==> config.mk <==
export PLATFORM = sky130hd
export DESIGN_NAME = selective_repeat_arq_window_top
export DESIGN_NICKNAME = d
export VERILOG_FILES = /design/src/hdl/srw_pkg.sv /design/src/hdl/srw_ctrl.sv /design/src/hdl/srw_dp.sv /design/src/hdl/selective_repeat_arq_window_top.sv
export SDC_FILE = /design/constraint.sdc
export NUM_CORES = 1
export LEC_CHECK = 0
export ABC_CLOCK_PERIOD_IN_PS = 5800
export BUFFER_PORTS_ARGS = -buffer_cell sky130_fd_sc_hd__buf_4
export CAP_MARGIN = 30
export CORE_MARGIN = 1.5
export CORE_UTILIZATION = 45
export CTS_CLUSTER_DIAMETER = 200
export CTS_CLUSTER_SIZE = 14
export DETAILED_ROUTE_END_ITERATION = 7
export PLACE_DENSITY = 0.71
export SYNTH_ARGS = -nofsm -noshare
export SYNTH_HDL_FRONTEND = slang
export SYNTH_SLANG_ARGS = --single-unit
export TNS_END_PERCENT = 1
==> constraint.sdc <==
create_clock -name clk -period 5.8 [get_ports clk]
set_input_delay 0.87 -clock clk [delete_from_list [all_inputs] [get_ports clk]]
set_output_delay 0.87 -clock clk [all_outputs]
set_load 0.03 [all_outputs]
==> src/hdl/srw_pkg.sv <==
`timescale 1ns / 1ps

package srw_pkg;

	localparam int MAX_SEQ_NUM = 15;
	localparam int SEQ_MOD     = MAX_SEQ_NUM + 1;
	localparam int WIN         = SEQ_MOD / 2;
	localparam int SEQ_W       = 4;
	localparam int SLOT_W      = 3;
	localparam int CNT_W       = 4;
	localparam int TICK_W      = 16;
	localparam int REG_IDX_W   = 1;

	typedef logic [SEQ_W-1:0]  seq_t;
	typedef logic [SLOT_W-1:0] slot_t;
	typedef logic [TICK_W-1:0] tick_t;
	typedef logic [CNT_W-1:0]  cnt_t;

	// Input operations.
	localparam logic [2:0] OP_PACKET_READY = 3'd0;
	localparam logic [2:0] OP_PHYS_READY   = 3'd1;
	localparam logic [2:0] OP_FRAME_RX     = 3'd2;
	localparam logic [2:0] OP_DATA_TIMEOUT = 3'd3;
	localparam logic [2:0] OP_ACK_TIMEOUT  = 3'd4;

	// Result actions.
	localparam logic [2:0] ACT_SEND      = 3'd0;
	localparam logic [2:0] ACT_DELIVER   = 3'd1;
	localparam logic [2:0] ACT_STOP_DATA = 3'd2;
	localparam logic [2:0] ACT_START_ACK = 3'd3;
	localparam logic [2:0] ACT_STATUS    = 3'd4;

	// Frame kinds.
	localparam logic [1:0] KIND_DATA = 2'd0;
	localparam logic [1:0] KIND_ACK  = 2'd1;
	localparam logic [1:0] KIND_NAK  = 2'd2;

	// Configuration register indexes.
	localparam logic [REG_IDX_W-1:0] REG_DATA_TIMEOUT = 1'b0;
	localparam logic [REG_IDX_W-1:0] REG_ACK_TIMEOUT  = 1'b1;

	localparam tick_t DATA_TICKS_RST = 16'd3712;
	localparam tick_t ACK_TICKS_RST  = 16'd263;

	typedef enum logic [3:0] {
		CMD_NONE,
		CMD_LOAD,
		CMD_PHYS,
		CMD_MARK,
		CMD_SEND_NEXT,
		CMD_SEND_NAK,
		CMD_SEND_ACKF,
		CMD_DELIVER,
		CMD_START_ACK,
		CMD_RESEND,
		CMD_STOP_ACKED,
		CMD_STOP_OLDEST,
		CMD_SEND_OLDEST,
		CMD_STATUS
	} cmd_t;

	typedef struct packed {
		logic       out_free;
		logic [2:0] op;
		logic       good;
		logic [1:0] kind;
		logic       lt_win;
		logic       out_nz;
		logic       nak_sent;
		logic       data_inwin;
		logic       arrived_hit;
		logic       deliver_more;
		logic       nak_resend_ok;
		logic       ack_more;
	} dp_status_t;

	function automatic seq_t seq_inc(input seq_t x);
		seq_inc = (x == seq_t'(MAX_SEQ_NUM)) ? '0 : seq_t'(x + 1'b1);
	endfunction

	function automatic seq_t seq_dec(input seq_t x);
		seq_dec = (x == '0) ? seq_t'(MAX_SEQ_NUM) : seq_t'(x - 1'b1);
	endfunction

	// True when b lies in the circular interval [a, c).
	function automatic logic in_window(input seq_t a, input seq_t b, input seq_t c);
		in_window = ((a <= b) && (b < c)) || (((a <= b) || (b < c)) && (c < a));
	endfunction

	function automatic slot_t slot_of(input seq_t x);
		slot_of = x[SLOT_W-1:0];
	endfunction

endpackage

==> src/hdl/srw_ctrl.sv <==
`timescale 1ns / 1ps

module srw_ctrl import srw_pkg::*; (
	input  logic       clk,
	input  logic       arst_n,
	input  logic       in_valid,
	output logic       in_stall,
	input  dp_status_t status,
	output cmd_t       cmd
);

	typedef enum logic [3:0] {
		S_IDLE,
		S_DISPATCH,
		S_SEND_NEXT,
		S_NAK,
		S_SEND_ACKF,
		S_MARK,
		S_DELIVER,
		S_RESTART,
		S_NAK_RESEND,
		S_ACK_LOOP,
		S_STOP_OLDEST,
		S_SEND_OLDEST,
		S_STATUS
	} state_t;

	state_t state_q;
	state_t nxt;
	logic   restart_q;
	logic   set_restart;

	assign in_stall = (state_q != S_IDLE);

	always_comb begin
		nxt         = state_q;
		cmd         = CMD_NONE;
		set_restart = 1'b0;
		case (state_q)
			S_IDLE: begin
				if (in_valid) begin
					cmd = CMD_LOAD;
					nxt = S_DISPATCH;
				end
			end
			S_DISPATCH: begin
				case (status.op)
					OP_PACKET_READY: nxt = status.lt_win ? S_SEND_NEXT : S_STATUS;
					OP_PHYS_READY: begin
						cmd = CMD_PHYS;
						nxt = S_STATUS;
					end
					OP_FRAME_RX: begin
						if (!status.good) begin
							nxt = status.nak_sent ? S_STATUS : S_NAK;
						end else if (status.kind == KIND_DATA) begin
							if (!status.data_inwin && !status.nak_sent) begin
								nxt = S_NAK;
							end else begin
								set_restart = 1'b1;
								nxt         = S_MARK;
							end
						end else if (status.kind == KIND_NAK) begin
							nxt = S_NAK_RESEND;
						end else begin
							nxt = S_ACK_LOOP;
						end
					end
					OP_DATA_TIMEOUT: nxt = status.out_nz ? S_STOP_OLDEST : S_STATUS;
					OP_ACK_TIMEOUT: nxt = S_SEND_ACKF;
					default: nxt = S_STATUS;
				endcase
			end
			S_SEND_NEXT: begin
				if (status.out_free) begin
					cmd = CMD_SEND_NEXT;
					nxt = S_STATUS;
				end
			end
			S_NAK: begin
				if (status.out_free) begin
					cmd = CMD_SEND_NAK;
					nxt = status.good ? S_MARK : S_STATUS;
				end
			end
			S_SEND_ACKF: begin
				if (status.out_free) begin
					cmd = CMD_SEND_ACKF;
					nxt = S_STATUS;
				end
			end
			S_MARK: begin
				if (status.data_inwin && !status.arrived_hit) begin
					cmd = CMD_MARK;
					nxt = S_DELIVER;
				end else begin
					nxt = S_RESTART;
				end
			end
			S_DELIVER: begin
				if (!status.deliver_more) begin
					nxt = S_RESTART;
				end else if (status.out_free) begin
					cmd         = CMD_DELIVER;
					set_restart = 1'b1;
				end
			end
			S_RESTART: begin
				// At most one ack timer start per event, after all deliveries.
				if (!restart_q) begin
					nxt = S_ACK_LOOP;
				end else if (status.out_free) begin
					cmd = CMD_START_ACK;
					nxt = S_ACK_LOOP;
				end
			end
			S_NAK_RESEND: begin
				if (!status.nak_resend_ok) begin
					nxt = S_ACK_LOOP;
				end else if (status.out_free) begin
					cmd = CMD_RESEND;
					nxt = S_ACK_LOOP;
				end
			end
			S_ACK_LOOP: begin
				if (!status.ack_more) begin
					nxt = S_STATUS;
				end else if (status.out_free) begin
					cmd = CMD_STOP_ACKED;
				end
			end
			S_STOP_OLDEST: begin
				if (status.out_free) begin
					cmd = CMD_STOP_OLDEST;
					nxt = S_SEND_OLDEST;
				end
			end
			S_SEND_OLDEST: begin
				if (status.out_free) begin
					cmd = CMD_SEND_OLDEST;
					nxt = S_STATUS;
				end
			end
			S_STATUS: begin
				if (status.out_free) begin
					cmd = CMD_STATUS;
					nxt = S_IDLE;
				end
			end
			default: nxt = S_IDLE;
		endcase
	end

	always_ff @(posedge clk or negedge arst_n) begin
		if (!arst_n) begin
			state_q   <= S_IDLE;
			restart_q <= 1'b0;
		end else begin
			state_q <= nxt;
			if (cmd == CMD_LOAD) begin
				restart_q <= 1'b0;
			end else if (set_restart) begin
				restart_q <= 1'b1;
			end
		end
	end

endmodule

==> src/hdl/srw_dp.sv <==
`timescale 1ns / 1ps

module srw_dp import srw_pkg::*; (
	input  logic                 clk,
	input  logic                 arst_n,
	input  logic                 cfg_write,
	input  logic [REG_IDX_W-1:0] cfg_index,
	input  tick_t                cfg_data,
	input  logic [2:0]           operation,
	input  logic                 frame_good,
	input  logic [1:0]           frame_kind,
	input  seq_t                 frame_seq,
	input  seq_t                 piggy_ack,
	input  cmd_t                 cmd,
	output dp_status_t           status,
	input  logic                 out_stall,
	output logic                 out_valid,
	output logic [2:0]           action,
	output logic [1:0]           send_kind,
	output seq_t                 send_seq,
	output seq_t                 send_ack,
	output slot_t                buffer_slot,
	output tick_t                timer_ticks,
	output logic                 network_enable,
	output logic                 last
);

	// Captured event.
	logic [2:0] op_q;
	logic       good_q;
	logic [1:0] kind_q;
	seq_t       seq_in_q;
	seq_t       ack_in_q;

	// Window state.
	seq_t           so_q;
	seq_t           sn_q;
	seq_t           re_q;
	seq_t           rl_q;
	cnt_t           outstanding_q;
	logic [WIN-1:0] arrived_q;
	logic           nak_sent_q;
	logic           phys_q;
	cnt_t           cnt_q;
	tick_t          data_ticks_q;
	tick_t          ack_ticks_q;

	// Output register.
	logic       out_valid_q;
	logic [2:0] action_q;
	logic [1:0] kind_o_q;
	seq_t       seq_o_q;
	seq_t       ack_o_q;
	slot_t      slot_o_q;
	tick_t      ticks_o_q;
	logic       en_o_q;
	logic       last_o_q;

	logic       emit;
	logic       out_free;
	logic       lt_win;
	seq_t       ack_plus;
	seq_t       re_prev;
	logic [2:0] n_action;
	logic [1:0] n_kind;
	seq_t       n_seq;
	seq_t       n_ack;
	slot_t      n_slot;
	tick_t      n_ticks;
	logic       n_en;
	logic       n_last;

	assign out_free = !out_valid_q || !out_stall;
	assign lt_win   = (outstanding_q < cnt_t'(WIN));
	assign ack_plus = seq_inc(ack_in_q);
	assign re_prev  = seq_dec(re_q);

	assign emit = (cmd == CMD_SEND_NEXT) || (cmd == CMD_SEND_NAK) || (cmd == CMD_SEND_ACKF) ||
		(cmd == CMD_DELIVER) || (cmd == CMD_START_ACK) || (cmd == CMD_RESEND) ||
		(cmd == CMD_STOP_ACKED) || (cmd == CMD_STOP_OLDEST) || (cmd == CMD_SEND_OLDEST) ||
		(cmd == CMD_STATUS);

	always_comb begin
		status.out_free      = out_free;
		status.op            = op_q;
		status.good          = good_q;
		status.kind          = kind_q;
		status.lt_win        = lt_win;
		status.out_nz        = (outstanding_q != '0);
		status.nak_sent      = nak_sent_q;
		status.data_inwin    = in_window(re_q, seq_in_q, rl_q);
		status.arrived_hit   = arrived_q[slot_of(seq_in_q)];
		status.deliver_more  = arrived_q[slot_of(re_q)];
		status.nak_resend_ok = in_window(so_q, ack_plus, sn_q);
		status.ack_more      = in_window(so_q, ack_in_q, sn_q) && (cnt_q < cnt_t'(WIN));
	end

	always_comb begin
		n_action = ACT_STATUS;
		n_kind   = KIND_DATA;
		n_seq    = '0;
		n_ack    = '0;
		n_slot   = '0;
		n_ticks  = '0;
		n_en     = 1'b0;
		n_last   = 1'b0;
		case (cmd)
			CMD_SEND_NEXT, CMD_SEND_OLDEST, CMD_RESEND: begin
				n_action = ACT_SEND;
				n_ack    = re_prev;
				n_ticks  = data_ticks_q;
				if (cmd == CMD_SEND_NEXT) begin
					n_seq = sn_q;
				end else if (cmd == CMD_SEND_OLDEST) begin
					n_seq = so_q;
				end else begin
					n_seq = ack_plus;
				end
				n_slot = slot_of(n_seq);
			end
			CMD_SEND_NAK: begin
				n_action = ACT_SEND;
				n_kind   = KIND_NAK;
				n_ack    = re_prev;
			end
			CMD_SEND_ACKF: begin
				n_action = ACT_SEND;
				n_kind   = KIND_ACK;
				n_ack    = re_prev;
			end
			CMD_DELIVER: begin
				n_action = ACT_DELIVER;
				n_slot   = slot_of(re_q);
			end
			CMD_START_ACK: begin
				n_action = ACT_START_ACK;
				n_ticks  = ack_ticks_q;
			end
			CMD_STOP_ACKED, CMD_STOP_OLDEST: begin
				n_action = ACT_STOP_DATA;
				n_slot   = slot_of(so_q);
			end
			CMD_STATUS: begin
				n_en   = lt_win && phys_q;
				n_last = 1'b1;
			end
			default: n_action = ACT_STATUS;
		endcase
	end

	always_ff @(posedge clk) begin
		if (cmd == CMD_LOAD) begin
			op_q     <= operation;
			good_q   <= frame_good;
			kind_q   <= frame_kind;
			seq_in_q <= frame_seq;
			ack_in_q <= piggy_ack;
		end
		if (emit) begin
			action_q  <= n_action;
			kind_o_q  <= n_kind;
			seq_o_q   <= n_seq;
			ack_o_q   <= n_ack;
			slot_o_q  <= n_slot;
			ticks_o_q <= n_ticks;
			en_o_q    <= n_en;
			last_o_q  <= n_last;
		end
	end

	always_ff @(posedge clk or negedge arst_n) begin
		if (!arst_n) begin
			so_q          <= '0;
			sn_q          <= '0;
			re_q          <= '0;
			rl_q          <= seq_t'(WIN);
			outstanding_q <= '0;
			arrived_q     <= '0;
			nak_sent_q    <= 1'b0;
			phys_q        <= 1'b0;
			cnt_q         <= '0;
			data_ticks_q  <= DATA_TICKS_RST;
			ack_ticks_q   <= ACK_TICKS_RST;
			out_valid_q   <= 1'b0;
		end else begin
			if (cfg_write) begin
				case (cfg_index)
					REG_DATA_TIMEOUT: data_ticks_q <= cfg_data;
					REG_ACK_TIMEOUT: ack_ticks_q <= cfg_data;
					default: ;
				endcase
			end

			if (emit) begin
				out_valid_q <= 1'b1;
			end else if (!out_stall) begin
				out_valid_q <= 1'b0;
			end

			case (cmd)
				CMD_LOAD: cnt_q <= '0;
				CMD_PHYS: phys_q <= 1'b1;
				CMD_MARK: arrived_q[slot_of(seq_in_q)] <= 1'b1;
				CMD_SEND_NEXT: begin
					outstanding_q <= cnt_t'(outstanding_q + 1'b1);
					sn_q          <= seq_inc(sn_q);
					phys_q        <= 1'b0;
				end
				CMD_SEND_NAK: begin
					nak_sent_q <= 1'b1;
					phys_q     <= 1'b0;
				end
				CMD_SEND_ACKF, CMD_SEND_OLDEST, CMD_RESEND: phys_q <= 1'b0;
				CMD_DELIVER: begin
					arrived_q[slot_of(re_q)] <= 1'b0;
					nak_sent_q               <= 1'b0;
					re_q                     <= seq_inc(re_q);
					rl_q                     <= seq_inc(rl_q);
				end
				CMD_STOP_ACKED: begin
					if (outstanding_q != '0) begin
						outstanding_q <= cnt_t'(outstanding_q - 1'b1);
					end
					so_q  <= seq_inc(so_q);
					cnt_q <= cnt_t'(cnt_q + 1'b1);
				end
				default: ;
			endcase
		end
	end

	assign out_valid      = out_valid_q;
	assign action         = action_q;
	assign send_kind      = kind_o_q;
	assign send_seq       = seq_o_q;
	assign send_ack       = ack_o_q;
	assign buffer_slot    = slot_o_q;
	assign timer_ticks    = ticks_o_q;
	assign network_enable = en_o_q;
	assign last           = last_o_q;

	a_emit_needs_room: assert property (@(posedge clk) disable iff (!arst_n)
		emit |-> out_free)
		else $error("result written into an occupied output register");

	a_outstanding_cap: assert property (@(posedge clk) disable iff (!arst_n)
		outstanding_q <= cnt_t'(WIN))
		else $error("outstanding count above window size");

	a_send_span: assert property (@(posedge clk) disable iff (!arst_n)
		seq_t'(sn_q - so_q) == seq_t'(outstanding_q))
		else $error("send window span disagrees with outstanding count");

	a_recv_span: assert property (@(posedge clk) disable iff (!arst_n)
		rl_q == seq_t'(re_q + seq_t'(WIN)))
		else $error("receive window edges out of step");

endmodule

==> src/hdl/selective_repeat_arq_window_top.sv <==
// Selective-repeat window controller: one event in, a burst of result beats out, status last.
// Each event is captured, decoded in a dispatch state, and its results are written one by one
// into the output register while out_stall is low, the status beat closing the burst.
// One event is handled at a time; a stalled output register holds the controller, and the next
// event is taken once the status beat is written. Reset clears window edges (the receive
// limit goes to WIN), outstanding count, arrived map and flags; timeouts go to 3712/263.
`timescale 1ns / 1ps

module selective_repeat_arq_window_top import srw_pkg::*; (
	input  logic                 clk,
	input  logic                 arst_n,
	input  logic                 cfg_write,
	input  logic [REG_IDX_W-1:0] cfg_index,
	input  logic [TICK_W-1:0]    cfg_data,
	input  logic                 in_valid,
	output logic                 in_stall,
	input  logic [2:0]           operation,
	input  logic                 frame_good,
	input  logic [1:0]           frame_kind,
	input  logic [3:0]           frame_seq,
	input  logic [3:0]           piggy_ack,
	output logic                 out_valid,
	input  logic                 out_stall,
	output logic [2:0]           action,
	output logic [1:0]           send_kind,
	output logic [3:0]           send_seq,
	output logic [3:0]           send_ack,
	output logic [2:0]           buffer_slot,
	output logic [15:0]          timer_ticks,
	output logic                 network_enable,
	output logic                 last
);

	cmd_t       cmd;
	dp_status_t status;

	srw_ctrl u_ctrl (
		.clk      (clk),
		.arst_n   (arst_n),
		.in_valid (in_valid),
		.in_stall (in_stall),
		.status   (status),
		.cmd      (cmd)
	);

	srw_dp u_dp (
		.clk            (clk),
		.arst_n         (arst_n),
		.cfg_write      (cfg_write),
		.cfg_index      (cfg_index),
		.cfg_data       (cfg_data),
		.operation      (operation),
		.frame_good     (frame_good),
		.frame_kind     (frame_kind),
		.frame_seq      (frame_seq),
		.piggy_ack      (piggy_ack),
		.cmd            (cmd),
		.status         (status),
		.out_stall      (out_stall),
		.out_valid      (out_valid),
		.action         (action),
		.send_kind      (send_kind),
		.send_seq       (send_seq),
		.send_ack       (send_ack),
		.buffer_slot    (buffer_slot),
		.timer_ticks    (timer_ticks),
		.network_enable (network_enable),
		.last           (last)
	);

endmodule
==> impl_results.md, run 1 <==
- CTS Root Cell: clkbuf_16
- Power per cell area: 597.8 mW/mm2
- Initial Util: 45.78%
- Minimum clock period: 3.897 ns
- Router iterations before antenna repair: 5
- # clock sinks: 120
- Total track usage: 22.06%
- Skew final: 0.008112 ns
- NumNets Final: 720
- Worst EP arrival: 3.96 ns
- Inserted Diodes: 0
- Period utilization: 67.18%
- Relative slew slack: 43.06%
- CTS resizes: 0
- Hold WS: 0.3250 ns
- CTS clk-pin slew, worst paths: 0.06 ns
- Setup slack, reg-to-reg: 1.90 ns
- CTS Buf Count: 17
- Die Y: 121.4 um
- Worst-case reg-to-reg path depth: 12
- Seq cells post-synth: 120
- Area leader, netlist: dfrtp_1
- Main synth FF type: dfrtp_1
- Final Hold Fails: 0
- Clock buffer depth: 2
- Status: complete, no violations
- Gpl congestion: 0.9406
- Routed wire length: 15380 um
- Layout area overhead: 21.23%
- Largest net degree at the start of global routing: 73
- Number of global-route vias before repair: 5010
- H-tree levels: 4
- Worst-skew pair later-pin latency: 0.42 ns
- Peak Freq: 256.6 MHz
- Ports: 72
- Syn avg cell area: 10.89 um2
- EDFF count, synth: 48
- Critical setup path kind: register to register
- Slew Viols, Final: 0
- CTS tree: yes
- Synth unique cells: 66
- Post-Synthesis Cells: 579
- Synth top area cells: dfrtp_1, edfxtp_1, ha_1, mux2_2, dfstp_2
- Most common cell after layout, fill and taps aside: buf_4
- Grt total ovfl: 0
- RSZ-0062 raised after global routing: false
- Final Util: 55.51%
- Reg-to-Reg Start: u_dp.ack_in_q[0]$_DFFE_PP_
- Port bufs: 71
- Setup TNS: 0 ns
- Most frequent cells in the layout: buf_4, dfrtp_1, edfxtp_1
- Post-CTS Setup Bufs: 0
- Ys async rst share: 60.00%
- DR WL/cell: 18.33 um
- Worst min path class: input pin to async pin
- Worst-path maximum fanout: 30
- Vias: 4976
- Vias per cell: 5.931
- Die area: 0.01473 mm2
- Number of DRC markers in iteration 0: 341
- Count of warnings emitted by yosys: 0
- Setup Viol. Count Final: 0
- Overall power: 4570 uW
- Required time of the critical path: 5.87 ns
- Final ANT Viol Nets: 0
- Dpl hpwl: 10710 um
- Core area: 0.01377 mm2
- Slew @ Worst Pin: 0.8503 ns
- R2R Path End: u_dp.send_ack[3]$_SDFFCE_PN0P_
- Layout cells sized above 1: 23.37%
- Share of the synthesized area in the top cell type: 25.00%
- Critical Path End Type: register
- First-pass GRT wire length: 24930 um
- Register area share after synthesis: 51.61%
- Cell area after synthesis: 0.006306 mm2
- Rows: 43
- Startpoint type of the worst setup path: register
- Initial antenna violation count: 0
- Die width: 121.4 um
- Synth Net Count: 652
- CTS Hold Buffers Added: 0
- VDD IR max: 0.0002988 V
- DRC violations left: 0
- Max-Cap Viols: 0
- Leak Pwr: 0.003175 uW
[stage by stage]
stage          instance area (um2)  worst slack, ns  cells
6_report                      7645            1.903    839
5_1_grt                       7645            1.683    839
4_1_cts                       7617            1.877    838
3_5_place_dp                  6987            1.880    807
3_3_place_gp                  6987            1.974    807
2_1_floorplan                 6306            2.198    579
[critical path, stage by stage, from the launching register on]
cell and delay, ns:
edfxtp_1 0.48, ha_1 0.29, xnor2_1 0.35, inv_1 0.09, ha_1 0.27, or3_1 0.30
o21ai_0 0.07, a21oi_1 0.08, maj3_1 0.48, nor2_1 0.25, or2_2 0.17, nand2b_1 0.27
buf_4 0.45
[layout make-up]
type                            count  area (um2)
Clock buffer                       21       461.7
Clock inverter                     10       168.9
Inverter                           35       131.4
Fill cell                        1209        6128
Multi-Input combinational cell    399        2828
Sequential cell                   120        3254
Tap cell                          180       225.2
Timing Repair Buffer               74       575.6
[synth_stat cells (3+ instances only)]
library cell   n
edfxtp_1      48
dfrtp_1       63
mux2i_1        3
o211ai_1       6
a21oi_1       34
dfstp_2        9
a211oi_1       6
a22o_1        16
and3_1         3
inv_1         34
or3_1          5
or2_2          3
ha_1          36
o21ai_0       43
nor3_1        14
a211o_1        3
nor2b_1        7
xnor2_1        6
o2bb2ai_1      5
o31ai_1        4
nand2b_1       3
and2_1         4
a31oi_1       11
nand2_1       42
a22oi_1        4
o31a_1         3
nor2_1        36
clkbuf_1      23
a21o_1         3
nand3_1       18
nor4_1         3
mux2_2        33
a32o_1         3
[kinds of logic (layout without fill, tap and decap cells)]
kind of cell	Yosys count	after routing	synth area share, %
multiplexers	39	39	7.083
flip-flops	120	120	51.61
adder cells (fa/ha/maj)	39	39	7.778
XOR/XNOR	7	7	0.9722
AO/OA/AOI/OAI	163	163	17.36
AND/OR/NAND/NOR	151	151	11.61
buffers and inverters	60	140	3.591
[how the worst max path moves through the flow]
| stage | from | endpoint | slack [ns] |
|---|---|---|---|
| floorplan | u_dp.ack_in_q[0]$_DFFE_PP_ | u_dp.action[0]$_DFFE_PP_ | 2.20 |
| detailed placement | u_dp.ack_in_q[0]$_DFFE_PP_ | u_dp.timer_ticks[9]$_DFFE_PP_ | 1.88 |
| global placement | u_dp.ack_in_q[0]$_DFFE_PP_ | u_dp.timer_ticks[10]$_DFFE_PP_ | 1.97 |
| finish | u_dp.ack_in_q[0]$_DFFE_PP_ | u_dp.send_ack[3]$_SDFFCE_PN0P_ | 1.90 |
| global route | u_dp.ack_in_q[0]$_DFFE_PP_ | u_dp.send_ack[3]$_SDFFCE_PN0P_ | 1.68 |
| CTS | u_dp.ack_in_q[0]$_DFFE_PP_ | u_dp.send_ack[0]$_SDFFCE_PN0P_ | 1.88 |
[layer usage]
layer	GRT usage, %	up-vias	part of all wire (%)
met2	35.88	176	49
met5	0	-	0
met3	5.921	26	5.4
met1	28.18	2478	44
li1	-	2296	-
met4	8.235	0	1.9
[sequential cells by signal (all words and copies together) (netlist names), 4 cells and up]
register,count
u_ctrl.state_q,4
u_dp.ack_in_q,4
u_dp.ack_ticks_q,16
u_dp.data_ticks_q,16
u_dp.arrived_q,8
u_dp.seq_in_q,4
u_dp.sn_q,4
u_dp.send_seq,4
u_dp.rl_q,4
u_dp.re_q,4
u_dp.so_q,4
u_dp.cnt_q,4
u_dp.timer_ticks,16
u_dp.send_ack,4
u_dp.outstanding_q,4
[report_power, final]
| group | total (uW) | switching [uW] | internal, uW |
|---|---|---|---|
| registers | 1580 | 300 | 1280 |
| logic | 1870 | 1180 | 689 |
| clock network | 1120 | 381 | 744 |
Note: power is estimated with default switching activity, not from simulation.
==> run 2: changes to the inputs <==
--- a/config.mk
+++ b/config.mk
@@ -5,7 +5,7 @@
 export SDC_FILE = /design/constraint.sdc
 export NUM_CORES = 1
 export LEC_CHECK = 0
-export ABC_CLOCK_PERIOD_IN_PS = 5800
+export ABC_CLOCK_PERIOD_IN_PS = 3800
 export BUFFER_PORTS_ARGS = -buffer_cell sky130_fd_sc_hd__buf_4
 export CAP_MARGIN = 30
 export CORE_MARGIN = 1.5
==> constraint.sdc (replaced) <==
create_clock -name clk -period 3.8 [get_ports clk]
set_input_delay 0.57 -clock clk [delete_from_list [all_inputs] [get_ports clk]]
set_output_delay 0.57 -clock clk [all_outputs]
set_load 0.03 [all_outputs]
==> run 2 against run 1 <==
Effect of this change:
- cell count up 1.4%
- die area unchanged
- largest cell class unchanged
- hold slack got worse by 0.31 ns
- highest routed layer unchanged
- routed wire length grew 1.4%
- critical path depth unchanged
==> impl_results.md, run 2 (same netlist as run 1, synthesis figures left out) <==
- Largest net degree at the start of global routing: 73
- Initial Util: 45.78%
- Skew final: 0.01107 ns
- CTS tree: yes
- Final ANT Viol Nets: 0
- Critical setup path kind: register to register
- CTS clk-pin slew, worst paths: 0.06 ns
- Vias: 5009
- Relative slew slack: 40.41%
- Max-Cap Viols: 0
- Number of DRC markers in iteration 0: 383
- Inserted Diodes: 0
- Worst-case reg-to-reg path depth: 12
- Routed wire length: 15600 um
- Core area: 0.01377 mm2
- RSZ-0062 raised after global routing: false
- Final Util: 56.24%
- Worst-path maximum fanout: 16
- Setup crit end: u_dp.timer_ticks[13]$_DFFE_PP_
- DRC violations left: 0
- Die width: 121.4 um
- Worst min path class: input pin to async pin
- Total track usage: 22.65%
- Vias per cell: 5.886
- Startpoint type of the worst setup path: register
- Die Y: 121.4 um
- CTS Buf Count: 17
- Grt total ovfl: 0
- Port bufs: 71
- Slew @ Worst Pin: 0.8899 ns
- Dpl hpwl: 10880 um
- CTS resizes: 0
- Required time of the critical path: 3.98 ns
- H-tree levels: 4
- R2R Path End: u_dp.timer_ticks[13]$_DFFE_PP_
- Most common cell after layout, fill and taps aside: buf_4
- # clock sinks: 120
- Initial antenna violation count: 0
- CTS Hold Buffers Added: 0
- Router iterations before antenna repair: 6
- Die area: 0.01473 mm2
- Layout area overhead: 22.84%
- Period utilization: 91.03%
- Slew Viols, Final: 0
- Layout cells sized above 1: 25.04%
- Rows: 43
- Power per cell area: 916.0 mW/mm2
- Setup slack, reg-to-reg: 0.34 ns
- Minimum clock period: 3.459 ns
- Reg-to-Reg Start: u_dp.ack_in_q[0]$_DFFE_PP_
- Ports: 72
- Clock buffer depth: 2
- Gpl congestion: 0.9366
- Setup TNS: 0 ns
- Setup Viol. Count Final: 0
- Peak Freq: 289.1 MHz
- Status: complete, no violations
- Most frequent cells in the layout: buf_4, dfrtp_1, edfxtp_1
- Worst EP arrival: 3.64 ns
- DR WL/cell: 18.33 um
- First-pass GRT wire length: 25610 um
- Final Hold Fails: 0
- Post-CTS Setup Bufs: 0
- Worst-skew pair later-pin latency: 0.43 ns
- Critical Path End Type: register
- NumNets Final: 731
- Leak Pwr: 0.003249 uW
- Number of global-route vias before repair: 5091
- Worst Setup SP: u_dp.ack_in_q[0]$_DFFE_PP_
- CTS Root Cell: clkbuf_16
- VDD IR max: 0.0004987 V
[run 2: changes by cell type in the layout (fill, tap and decap cells not counted)]
| cell | change |
|---|---|
| buf_12 | +1 |
| buf_4 | +10 |
| clkbuf_1 | -2 |
| clkbuf_16 | -1 |
| clkbuf_8 | +1 |
| clkinv_2 | +1 |
| clkinv_4 | +2 |
| clkinvlp_4 | -2 |
| inv_6 | +2 |
[run 2: layout make-up]
type	instances	area, um2
Tap cell	180	225.2
Inverter	35	131.4
Clock inverter	13	193.9
Multi-Input combinational cell	399	2828
Clock buffer	19	442.9
Sequential cell	120	3254
Timing Repair Buffer	85	670.6
Fill cell	1186	6027
[run 2: worst min path at each step]
stage | from | end | slack, ns
3_5_place_dp | u_dp.cnt_q[3]$_DFFE_PN0P_ | u_dp.cnt_q[3]$_DFFE_PN0P_ | 0.47
2_1_floorplan | arst_n | u_ctrl.restart_q$_DFFE_PN0P_ | 0.27
6_report | arst_n | u_dp.ack_ticks_q[9]$_DFFE_PN0P_ | 0.02
5_1_grt | arst_n | u_dp.ack_ticks_q[9]$_DFFE_PN0P_ | 0.02
3_3_place_gp | u_dp.cnt_q[3]$_DFFE_PN0P_ | u_dp.cnt_q[3]$_DFFE_PN0P_ | 0.47
4_1_cts | piggy_ack[2] | u_dp.ack_in_q[2]$_DFFE_PP_ | 0.30
[run 2: where the power goes]
part / switching [uW] / internal [uW]
Sequential: 399 / 1950
Clock: 619 / 1120
Combinational: 1850 / 1150
Total: 2870 / 4220
[run 2: metal layers]
layer / vias to the layer above / share of wire [%] / wire (um) / global-route usage [%]
met2: 156 / 49 / 7665 / 37.32
met5: - / 0 / 0 / 0
met1: 2493 / 43 / 6744 / 28.11
met4: 0 / 2.4 / 380 / 10.07
met3: 31 / 5.2 / 805 / 5.639
li1: 2329 / - / - / -
[run 2: through the flow]
| stage | instance area, um2 | setup slack [ns] | hold WS (ns) | instances | power (uW) |
|---|---|---|---|---|---|
| 3_5_place_dp | 7082 | 0.3566 | 0.4714 | 818 | 5344 |
| 2_1_floorplan | 6306 | 0.1979 | 0.2744 | 579 | 4286 |
| 5_1_grt | 7746 | 0.1097 | 0.02257 | 851 | 7536 |
| 4_1_cts | 7719 | 0.3221 | 0.3026 | 850 | 7110 |
| 6_report | 7746 | 0.3410 | 0.01848 | 851 | 7095 |
| 3_3_place_gp | 7082 | 0.4973 | 0.4659 | 818 | 5254 |
[run 2: worst max-delay path: stages, from the launching register on]
cell	delay, ns
edfxtp_1	0.47
ha_1	0.28
a21oi_1	0.12
o21ai_0	0.08
o21ai_0	0.13
inv_1	0.10
ha_1	0.32
and4_1	0.21
a21oi_1	0.16
maj3_1	0.22
nor2_1	0.07
or3_1	0.67
a22o_1	0.35
